==> config.mk <==
export PLATFORM = sky130hd
export DESIGN_NAME = servo_smoothstep_motion_profiler
export DESIGN_NICKNAME = d
export VERILOG_FILES = /design/src/hw/rtl/sms_pkg.sv /design/src/hw/rtl/sms_ctrl.sv /design/src/hw/rtl/sms_dp.sv /design/src/hw/rtl/servo_smoothstep_motion_profiler.sv
export VERILOG_INCLUDE_DIRS = /design/src /design/src/hw/rtl
export SDC_FILE = /design/constraint.sdc
export NUM_CORES = 2
export LEC_CHECK = 0
export ABC_AREA = 1
export BUFFER_PORTS_ARGS = -buffer_cell sky130_fd_sc_hd__buf_2
export CAP_MARGIN = 20
export CELL_PAD_IN_SITES_DETAIL_PLACEMENT = 1
export CELL_PAD_IN_SITES_GLOBAL_PLACEMENT = 1
export CORE_ASPECT_RATIO = 1.25
export CORE_MARGIN = 2
export CORE_UTILIZATION = 55
export DETAILED_ROUTE_END_ITERATION = 10
export PLACE_DENSITY_LB_ADDON = 0.2
export SKIP_CTS_REPAIR_TIMING = 1
export SLEW_MARGIN = 20
export SYNTH_ARGS = -nofsm -noshare
export SYNTH_HDL_FRONTEND = slang
export SYNTH_HIERARCHICAL = 1
export SYNTH_SLANG_ARGS = --single-unit
==> constraint.sdc <==
create_clock -name clk_i -period 23.7 [get_ports clk_i]
set_input_delay 2.37 -clock clk_i [delete_from_list [all_inputs] [get_ports clk_i]]
set_output_delay 2.37 -clock clk_i [all_outputs]
set_load 0.1 [all_outputs]
==> src/hw/rtl/assert_macros.svh <==
// ----------------------------------------------------------------------------
// Assertion macros
// Shared concurrent assertion wrappers for the RTL.
// ----------------------------------------------------------------------------
`ifndef ASSERT_MACROS_SVH
`define ASSERT_MACROS_SVH

// Checked only while out of reset.
`define SMS_ASSERT(lbl, clk, rst_n, prop, msg) \
  lbl: assert property (@(posedge clk) disable iff (!rst_n) prop) else $error(msg);

// Checked on every edge, reset included.
`define SMS_ASSERT_ALWAYS(lbl, clk, prop, msg) \
  lbl: assert property (@(posedge clk) prop) else $error(msg);

`endif

==> src/hw/rtl/sms_pkg.sv <==
// ----------------------------------------------------------------------------
// sms_pkg
// Types, constants and helpers of the smoothstep servo motion profiler.
// ----------------------------------------------------------------------------
package sms_pkg;

  localparam int unsigned AngleW    = 17;
  localparam int unsigned TimeW     = 32;
  localparam int unsigned FracW     = 16;
  localparam int unsigned OutAngleW = 15;
  localparam int unsigned PulseW    = 12;
  localparam int unsigned SumW      = 20;
  localparam int unsigned AngleMax  = 18000;
  localparam int unsigned PulseBase = 500;
  localparam int unsigned ThreeQ16  = 3 * 65536;
  // floor(a/9) = (a * Div9Mul) >> Div9Shift, exact for a < 2^17
  localparam int unsigned Div9Mul   = 116509;
  localparam int unsigned Div9Shift = 20;

  typedef enum logic [1:0] {
    OP_TICK  = 2'd0,
    OP_START = 2'd1,
    OP_STOP  = 2'd2,
    OP_SET   = 2'd3
  } op_e;

  typedef enum logic [3:0] {
    ST_IDLE,
    ST_DECODE,
    ST_CHECK,
    ST_DIV,
    ST_MUL_SQ,
    ST_MUL_H,
    ST_MUL_P,
    ST_BLEND,
    ST_EMIT
  } state_e;

  typedef struct packed {
    logic load_item;
    logic store_motion;
    logic clr_idx;
    logic clr_all;
    logic rec_direct;
    logic rec_final;
    logic rec_smooth;
    logic div_init;
    logic div_step;
    logic mul_sq;
    logic mul_h;
    logic mul_p;
    logic walk_clr;
    logic walk_inc;
    logic emit_load;
  } cmd_t;

  typedef struct packed {
    op_e  opcode;
    logic idx_ok;
    logic dur_zero;
    logic act_w;
    logic done_w;
    logic w_last;
    logic div_last;
    logic res_w;
    logic res_any;
    logic out_free;
  } sts_t;

  function automatic logic [OutAngleW-1:0] clamp_angle(input logic signed [SumW-1:0] a);
    logic [OutAngleW-1:0] r;
    if (a < 0) begin
      r = '0;
    end else if (a > SumW'(AngleMax)) begin
      r = OutAngleW'(AngleMax);
    end else begin
      r = a[OutAngleW-1:0];
    end
    return r;
  endfunction

  function automatic logic [PulseW-1:0] angle_to_pulse(input logic [OutAngleW-1:0] a);
    logic [31:0] prod;
    prod = 32'(a) * 32'(Div9Mul);
    return PulseW'(PulseBase) + prod[Div9Shift +: PulseW];
  endfunction

endpackage

==> src/hw/rtl/sms_ctrl.sv <==
// ----------------------------------------------------------------------------
// sms_ctrl
// Sequencer: decodes an item, walks the servos, drives the datapath.
// ----------------------------------------------------------------------------
module sms_ctrl (
  input  logic          clk_i,
  input  logic          rst_ni,
  input  logic          in_valid_i,
  output logic          in_ready_o,
  input  sms_pkg::sts_t sts_i,
  output sms_pkg::cmd_t cmd_o,
  output logic          busy_o
);

  sms_pkg::state_e state_q, state_d;

  always_ff @(posedge clk_i or negedge rst_ni) begin
    if (!rst_ni) begin
      state_q <= sms_pkg::ST_IDLE;
    end else begin
      state_q <= state_d;
    end
  end

  // next state
  always_comb begin
    state_d = state_q;
    unique case (state_q)
      sms_pkg::ST_IDLE: begin
        if (in_valid_i) state_d = sms_pkg::ST_DECODE;
      end
      sms_pkg::ST_DECODE: begin
        unique case (sts_i.opcode)
          sms_pkg::OP_TICK:  state_d = sms_pkg::ST_CHECK;
          sms_pkg::OP_START: state_d = (sts_i.idx_ok && sts_i.dur_zero) ?
                                       sms_pkg::ST_EMIT : sms_pkg::ST_IDLE;
          sms_pkg::OP_SET:   state_d = sts_i.idx_ok ? sms_pkg::ST_EMIT : sms_pkg::ST_IDLE;
          default:           state_d = sms_pkg::ST_IDLE;
        endcase
      end
      sms_pkg::ST_CHECK: begin
        if (sts_i.act_w && !sts_i.done_w) begin
          state_d = sms_pkg::ST_DIV;
        end else begin
          state_d = sts_i.w_last ? sms_pkg::ST_EMIT : sms_pkg::ST_CHECK;
        end
      end
      sms_pkg::ST_DIV: begin
        if (sts_i.div_last) state_d = sms_pkg::ST_MUL_SQ;
      end
      sms_pkg::ST_MUL_SQ: state_d = sms_pkg::ST_MUL_H;
      sms_pkg::ST_MUL_H:  state_d = sms_pkg::ST_MUL_P;
      sms_pkg::ST_MUL_P:  state_d = sms_pkg::ST_BLEND;
      sms_pkg::ST_BLEND: begin
        state_d = sts_i.w_last ? sms_pkg::ST_EMIT : sms_pkg::ST_CHECK;
      end
      sms_pkg::ST_EMIT: begin
        if (sts_i.w_last && (!sts_i.res_w || sts_i.out_free)) state_d = sms_pkg::ST_IDLE;
      end
      default: state_d = sms_pkg::ST_IDLE;
    endcase
  end

  // outputs
  always_comb begin
    cmd_o      = '0;
    in_ready_o = 1'b0;
    unique case (state_q)
      sms_pkg::ST_IDLE: begin
        in_ready_o       = 1'b1;
        cmd_o.load_item  = in_valid_i;
        cmd_o.walk_clr   = in_valid_i;
      end
      sms_pkg::ST_DECODE: begin
        unique case (sts_i.opcode)
          sms_pkg::OP_START: begin
            if (sts_i.idx_ok) begin
              if (sts_i.dur_zero) begin
                cmd_o.rec_direct = 1'b1;
                cmd_o.clr_idx    = 1'b1;
              end else begin
                cmd_o.store_motion = 1'b1;
              end
            end
          end
          sms_pkg::OP_STOP: cmd_o.clr_all = 1'b1;
          sms_pkg::OP_SET:  cmd_o.rec_direct = sts_i.idx_ok;
          default: ;
        endcase
      end
      sms_pkg::ST_CHECK: begin
        if (sts_i.act_w && !sts_i.done_w) begin
          cmd_o.div_init = 1'b1;
        end else begin
          cmd_o.rec_final = sts_i.act_w;
          cmd_o.walk_clr  = sts_i.w_last;
          cmd_o.walk_inc  = !sts_i.w_last;
        end
      end
      sms_pkg::ST_DIV:    cmd_o.div_step = 1'b1;
      sms_pkg::ST_MUL_SQ: cmd_o.mul_sq = 1'b1;
      sms_pkg::ST_MUL_H:  cmd_o.mul_h = 1'b1;
      sms_pkg::ST_MUL_P:  cmd_o.mul_p = 1'b1;
      sms_pkg::ST_BLEND: begin
        cmd_o.rec_smooth = 1'b1;
        cmd_o.walk_clr   = sts_i.w_last;
        cmd_o.walk_inc   = !sts_i.w_last;
      end
      sms_pkg::ST_EMIT: begin
        // hold on a pending result until the output register frees up
        if (!sts_i.res_w || sts_i.out_free) begin
          cmd_o.emit_load = sts_i.res_w;
          cmd_o.walk_inc  = !sts_i.w_last;
        end
      end
      default: ;
    endcase
  end

  assign busy_o = (state_q != sms_pkg::ST_IDLE);

endmodule

==> src/hw/rtl/sms_dp.sv <==
// ----------------------------------------------------------------------------
// sms_dp
// Servo state, Q16 divider, smoothstep multiplies, result buffer, output reg.
// ----------------------------------------------------------------------------
module sms_dp #(
  parameter int unsigned NumServos = 2
) (
  input  logic          clk_i,
  input  logic          rst_ni,
  input  logic [1:0]    opcode_i,
  input  logic [1:0]    servo_index_i,
  input  logic signed [sms_pkg::AngleW-1:0] src_angle_i,
  input  logic signed [sms_pkg::AngleW-1:0] dst_angle_i,
  input  logic [sms_pkg::TimeW-1:0] duration_i,
  input  logic [sms_pkg::TimeW-1:0] time_now_i,
  input  sms_pkg::cmd_t cmd_i,
  output sms_pkg::sts_t sts_o,
  input  logic          out_ready_i,
  output logic          out_valid_o,
  output logic          servo_out_o,
  output logic [sms_pkg::PulseW-1:0]    pulse_compare_o,
  output logic [sms_pkg::OutAngleW-1:0] angle_out_o,
  output logic [1:0]    moving_mask_o,
  output logic          last_result_o
);

  localparam int unsigned IdxW = (NumServos > 1) ? $clog2(NumServos) : 1;
  localparam int unsigned AW   = sms_pkg::AngleW;
  localparam int unsigned TW   = sms_pkg::TimeW;
  localparam int unsigned FW   = sms_pkg::FracW;
  localparam int unsigned OW   = sms_pkg::OutAngleW;
  localparam int unsigned SW   = sms_pkg::SumW;
  localparam int unsigned PW   = AW + 1 + FW + 1;  // signed diff * unsigned h

  // latched item
  sms_pkg::op_e            op_q;
  logic [1:0]              idx_q;
  logic signed [AW-1:0]    a0_q, a1_q;
  logic [TW-1:0]           dur_q, now_q;

  // per-servo motion state
  logic [NumServos-1:0]    active_q;
  logic signed [AW-1:0]    from_q  [NumServos];
  logic signed [AW-1:0]    to_q    [NumServos];
  logic [TW-1:0]           len_q   [NumServos];
  logic [TW-1:0]           begin_q [NumServos];

  // result buffer, one slot per servo
  logic [NumServos-1:0]    res_valid_q;
  logic [OW-1:0]           res_angle_q [NumServos];

  logic [IdxW-1:0]         w_q;
  logic [3:0]              div_cnt_q;
  logic [TW-1:0]           rem_q;
  logic [FW-1:0]           s_q;
  logic [2*FW-1:0]         sq_q;
  logic [FW-1:0]           h_q;
  logic signed [PW-1:0]    p_q;

  logic                    out_valid_q;
  logic                    servo_q, last_q;
  logic [sms_pkg::PulseW-1:0] pulse_q;
  logic [OW-1:0]           angle_q;
  logic [1:0]              mask_q;

  logic [IdxW-1:0]         idx_w;
  logic [TW-1:0]           elapsed;
  logic [TW:0]             rem2;
  logic                    q_bit;
  logic [FW+1:0]           cubic_k;
  logic [2*FW+FW+2-1:0]    h_prod;
  logic signed [AW:0]      diff;
  logic signed [SW-1:0]    blend;
  logic [3:0]              act_pad;
  logic                    more;
  logic                    out_free;

  assign idx_w   = idx_q[IdxW-1:0];
  assign elapsed = now_q - begin_q[w_q];
  assign rem2    = {rem_q, 1'b0};
  assign q_bit   = (rem2 >= {1'b0, len_q[w_q]});
  assign cubic_k = (FW+2)'(sms_pkg::ThreeQ16) - {1'b0, s_q, 1'b0};
  assign h_prod  = (3*FW+2)'(sq_q) * (3*FW+2)'(cubic_k);
  assign diff    = (AW+1)'(to_q[w_q]) - (AW+1)'(from_q[w_q]);
  // arithmetic shift of the product floors toward minus infinity
  assign blend   = SW'(from_q[w_q]) + SW'($signed(p_q[PW-1:FW]));
  assign act_pad = 4'(active_q);
  assign out_free = !out_valid_q || out_ready_i;

  always_comb begin
    more = 1'b0;
    for (int i = 0; i < NumServos; i++) begin
      if ((IdxW'(i) > w_q) && res_valid_q[i]) more = 1'b1;
    end
  end

  always_ff @(posedge clk_i) begin
    if (cmd_i.load_item) begin
      op_q  <= sms_pkg::op_e'(opcode_i);
      idx_q <= servo_index_i;
      a0_q  <= src_angle_i;
      a1_q  <= dst_angle_i;
      dur_q <= duration_i;
      now_q <= time_now_i;
    end
    if (cmd_i.store_motion) begin
      from_q[idx_w]  <= a0_q;
      to_q[idx_w]    <= a1_q;
      len_q[idx_w]   <= dur_q;
      begin_q[idx_w] <= now_q;
    end
    if (cmd_i.rec_direct) res_angle_q[idx_w] <= sms_pkg::clamp_angle(SW'(a1_q));
    if (cmd_i.rec_final)  res_angle_q[w_q]   <= sms_pkg::clamp_angle(SW'(to_q[w_q]));
    if (cmd_i.rec_smooth) res_angle_q[w_q]   <= sms_pkg::clamp_angle(blend);
    if (cmd_i.div_init) begin
      rem_q <= elapsed;
      s_q   <= '0;
    end else if (cmd_i.div_step) begin
      rem_q <= q_bit ? TW'(rem2 - {1'b0, len_q[w_q]}) : rem_q << 1;
      s_q   <= {s_q[FW-2:0], q_bit};
    end
    if (cmd_i.mul_sq) sq_q <= (2*FW)'(s_q) * (2*FW)'(s_q);
    if (cmd_i.mul_h)  h_q  <= h_prod[2*FW +: FW];
    if (cmd_i.mul_p)  p_q  <= PW'(diff) * $signed(PW'({1'b0, h_q}));
    if (cmd_i.emit_load) begin
      servo_q <= w_q[0];
      angle_q <= res_angle_q[w_q];
      pulse_q <= sms_pkg::angle_to_pulse(res_angle_q[w_q]);
      mask_q  <= act_pad[1:0];
      last_q  <= !more;
    end
  end

  always_ff @(posedge clk_i or negedge rst_ni) begin
    if (!rst_ni) begin
      active_q    <= '0;
      res_valid_q <= '0;
      w_q         <= '0;
      div_cnt_q   <= '0;
      out_valid_q <= 1'b0;
    end else begin
      if (cmd_i.clr_all)      active_q        <= '0;
      if (cmd_i.clr_idx)      active_q[idx_w] <= 1'b0;
      if (cmd_i.store_motion) active_q[idx_w] <= 1'b1;
      if (cmd_i.rec_final)    active_q[w_q]   <= 1'b0;
      if (cmd_i.rec_direct)   res_valid_q[idx_w] <= 1'b1;
      if (cmd_i.rec_final || cmd_i.rec_smooth) res_valid_q[w_q] <= 1'b1;
      if (cmd_i.emit_load)    res_valid_q[w_q] <= 1'b0;
      if (cmd_i.walk_clr) begin
        w_q <= '0;
      end else if (cmd_i.walk_inc) begin
        w_q <= w_q + 1'b1;
      end
      if (cmd_i.div_init) begin
        div_cnt_q <= '0;
      end else if (cmd_i.div_step) begin
        div_cnt_q <= div_cnt_q + 1'b1;
      end
      if (cmd_i.emit_load) begin
        out_valid_q <= 1'b1;
      end else if (out_ready_i) begin
        out_valid_q <= 1'b0;
      end
    end
  end

  always_comb begin
    sts_o          = '0;
    sts_o.opcode   = op_q;
    sts_o.idx_ok   = (32'(idx_q) < NumServos);
    sts_o.dur_zero = (dur_q == '0);
    sts_o.act_w    = active_q[w_q];
    sts_o.done_w   = (elapsed >= len_q[w_q]);
    sts_o.w_last   = (w_q == IdxW'(NumServos - 1));
    sts_o.div_last = (div_cnt_q == 4'(FW - 1));
    sts_o.res_w    = res_valid_q[w_q];
    sts_o.res_any  = |res_valid_q;
    sts_o.out_free = out_free;
  end

  assign out_valid_o     = out_valid_q;
  assign servo_out_o     = servo_q;
  assign pulse_compare_o = pulse_q;
  assign angle_out_o     = angle_q;
  assign moving_mask_o   = mask_q;
  assign last_result_o   = last_q;

endmodule

==> src/hw/rtl/servo_smoothstep_motion_profiler.sv <==
// ----------------------------------------------------------------------------
// servo_smoothstep_motion_profiler
// Cubic smoothstep servo trajectories turned into PWM compare values.
// ----------------------------------------------------------------------------
// Usage:
//   Input stream (s_axis): one command per transfer, opcode in tuser.
//   Tick walks every active servo and emits one result per active servo;
//   start with zero duration and set emit one result; stop emits nothing.
//   Output stream (m_axis): one result per transfer, tlast on the final
//   result of a command, servo number in tuser.
//   Sequencing: one command at a time. After decode, a tick checks each servo
//   in turn and runs each servo still in motion through a restoring Q16
//   divider, the square, cubic and product multiplies and a blend, then
//   drains the result buffer one servo at a time.
//   A single output register sits between the result buffer and m_axis; a
//   stalled receiver holds the drain, and s_axis_tready stays low until all
//   results of the current command have been moved into the output register.
//   Reset clears all motion flags and the output valid; stored trajectory
//   data is undefined until a start command writes it.
// ----------------------------------------------------------------------------
`include "assert_macros.svh"

module servo_smoothstep_motion_profiler #(
  parameter int unsigned NUM_SERVOS = 2
) (
  input  logic         clk_i,
  input  logic         rst_ni,
  input  logic         s_axis_tvalid,
  output logic         s_axis_tready,
  // [1:0] servo_index, [18:2] src_angle, [35:19] dst_angle,
  // [67:36] duration, [99:68] time_now, [103:100] zero
  input  logic [103:0] s_axis_tdata,
  // [1:0] opcode
  input  logic [1:0]   s_axis_tuser,
  output logic         m_axis_tvalid,
  input  logic         m_axis_tready,
  // [11:0] pulse_compare, [26:12] angle_out, [28:27] moving_mask, [31:29] zero
  output logic [31:0]  m_axis_tdata,
  // [0] servo_out
  output logic [0:0]   m_axis_tuser,
  output logic         m_axis_tlast
);

  sms_pkg::cmd_t cmd;
  sms_pkg::sts_t sts;
  logic          busy;
  logic [sms_pkg::PulseW-1:0]    pulse;
  logic [sms_pkg::OutAngleW-1:0] angle;
  logic [1:0]    mask;

  sms_ctrl u_ctrl (
    .clk_i      (clk_i),
    .rst_ni     (rst_ni),
    .in_valid_i (s_axis_tvalid),
    .in_ready_o (s_axis_tready),
    .sts_i      (sts),
    .cmd_o      (cmd),
    .busy_o     (busy)
  );

  sms_dp #(
    .NumServos (NUM_SERVOS)
  ) u_dp (
    .clk_i           (clk_i),
    .rst_ni          (rst_ni),
    .opcode_i        (s_axis_tuser),
    .servo_index_i   (s_axis_tdata[1:0]),
    .src_angle_i     (s_axis_tdata[18:2]),
    .dst_angle_i     (s_axis_tdata[35:19]),
    .duration_i      (s_axis_tdata[67:36]),
    .time_now_i      (s_axis_tdata[99:68]),
    .cmd_i           (cmd),
    .sts_o           (sts),
    .out_ready_i     (m_axis_tready),
    .out_valid_o     (m_axis_tvalid),
    .servo_out_o     (m_axis_tuser[0]),
    .pulse_compare_o (pulse),
    .angle_out_o     (angle),
    .moving_mask_o   (mask),
    .last_result_o   (m_axis_tlast)
  );

  assign m_axis_tdata = {3'b000, mask, angle, pulse};

  `SMS_ASSERT(a_one_cmd_at_a_time, clk_i, rst_ni, (s_axis_tvalid && s_axis_tready) |=> !s_axis_tready, "input taken while busy")
  `SMS_ASSERT(a_results_drain_first, clk_i, rst_ni, sts.res_any |-> (busy && !s_axis_tready), "results pending while idle")
  `SMS_ASSERT_ALWAYS(a_reset_no_output, clk_i, !rst_ni |=> !m_axis_tvalid, "output valid after reset")

endmodule
==> flow_summary.toml <==
[layout]
layout_commonest_cell = "inv_1"
drive_gt1_share_pct = 6.47
fin_nets = 9228
final_cell_mix = "inv_1, nand2_1, fa_1"
stdcell_area_um2 = 69500
fin_util_pct = 58.9
fillers = 14002
syn_to_final_growth_pct = 6.40

[timing]
setup_viol = 0
rsz0062_at_grt = "no"
finalCriticalPeriod_ns = 10.27
period_share_pct = 43.3
worstMarginPinSlew_ns = 1.14
max_freq_ghz = 0.0974
holdWs_ns = 0.477
tns_ns = 0
finalHoldViolations = 0
slew_headroom_pct = 23.5
slew_viol_final = 0
fin_skew_ns = 0.0399

[placed_design]
gp_congestion = 0.909
portBuffers = 138
dpl.hpwl_um = 163000
placed_area_um2 = 67600

[worst_setup_path]
criticalPathCategory = "reg2reg"
critPathLaunchType = "register"
crit_arrival_ns = 10.75
cp_max_fo = 74
cp-end-kind = "register"
required_ns = 24.18

[floorplanning]
core_um2 = 118000
rows = 141
die_x_um = 312
die-area_um2 = 122000
initial_core_util_pct = 55.4
die_h_um = 389
io_pins = 146

[global_routing]
grt_overflow_total = 0
antenna_found_initial = 9
grt_max_degree = 75
grt_pass1_wl_um = 319000
grt_use_total_pct = 33.7
grt_pass1_vias = 59006

[drt]
vias = 51592
drc = 0
wl_per_cell_um = 22.0
drt_iter0_markers = 3086
viasPerCell = 5.61
drt-total-wl_um = 202000
final_antenna_net_count = 0
dr.pass1.iters = 7

[clocking]
clock_latency_ns = 0.66
clock_sinks = 487
h-tree-depth = 2
numCtsBuffers = 56
cts.clk_slew.worst_paths_ns = 0.06
clockRootBuffer = "clkbuf_16"
cts_max_path_buffers = 3
cts_tree = "done"

[run]
drv_cap = 0

[synth]
ys_warn_count = 6
syn-cell-area_um2 = 65400
avgSynthCellArea_um2 = 8.72
syn_inst = 7498

[min_path]
hp-class = "reg2reg"

[outcome]
outcome = "finished, final reports clean"
registers in the layout (all words and copies together), names as in the netlist, 12 cells and up:
name / count
u_dp/begin_q: 64
u_dp/len_q: 64
u_dp/from_q: 34
u_dp/to_q: 34
u_dp/dur_q: 32
u_dp/now_q: 32
u_dp/rem_q: 32
u_dp/sq_q: 31
u_dp/res_angle_q: 30
u_dp/p_q: 19
u_dp/a0_q: 17
u_dp/a1_q: 17
u_dp/h_q: 16
u_dp/s_q: 16
u_dp/angle_out_o: 15
u_dp/pulse_compare_o: 12
cell type report:
type | count | area, µm² | share of cell area (%)
Antenna cell | 8 | 20.0 | 0.0288
Clock buffer | 63 | 1440 | 2.07
Clock inverter | 43 | 485 | 0.698
Inverter | 1806 | 6790 | 9.76
Multi-Input combinational cell | 5040 | 43400 | 62.5
Sequential cell | 487 | 14400 | 20.7
Tap cell | 1573 | 1970 | 2.83
Timing Repair Buffer | 178 | 991 | 1.43
metrics by stage:
step                instances  setup WS, ns
floorplan                7512         15.72
detailed placement       9084         13.57
CTS                      9190         13.53
finish                   9198         13.43
global route             9197         12.81
global placement         9084         13.72
worst max-delay path, cell delays in order, from the launching register on:
cell and delay (ns):
dfrtp_4 1.00, inv_2 0.28, buf_4 0.36, or2_2 0.34, o21ai_0 0.25, ha_1 0.39
nand2_1 0.12, nor4_1 0.47, o21ai_0 0.27, nand4_1 0.49, nand2_2 0.28, nor2_1 0.39
fa_1 0.61, fa_1 1.02, xnor2_1 0.17, ha_1 0.39, inv_1 0.08, fa_1 0.57
fa_1 0.46, fa_1 0.54, inv_1 0.05, ha_1 0.32, inv_1 0.10, nor3_1 0.30
nand2_1 0.12, or2_2 0.32, nand4_1 0.13, xor2_1 0.21
final timing paths:
kind | startpoint | endpoint | slack (ns) | cells past startpoint
worst max-delay path | u_dp/w_q | u_dp/p_q[33] | 13.43 | 27
worst min-delay path | u_dp/a0_q[11] | u_dp/from_q[1][11] | 0.48 | 0
worst max register to register | u_dp/w_q | u_dp/p_q[33] | 13.43 | 27
worst min register to register | u_dp/a0_q[11] | u_dp/from_q[1][11] | 0.48 | 0
max in group asynchronous | rst_ni | u_dp/w_q | 21.75 | 1
min in group asynchronous | rst_ni | u_dp/div_cnt_q[0] | 1.62 | 1
per-layer routing:
metal  vias up  global-route usage, %  wire length, µm
met5         -                      0               23
met4         4                   17.2            11300
met3       598                   3.50             8620
met2      1497                   61.7           106000
met1     26397                   38.9            76600
li1      23096                      -                -
Power is left out: the tool's default activity adds up to more than one toggle a clock period on the data nets, which glitch-free logic cannot reach.
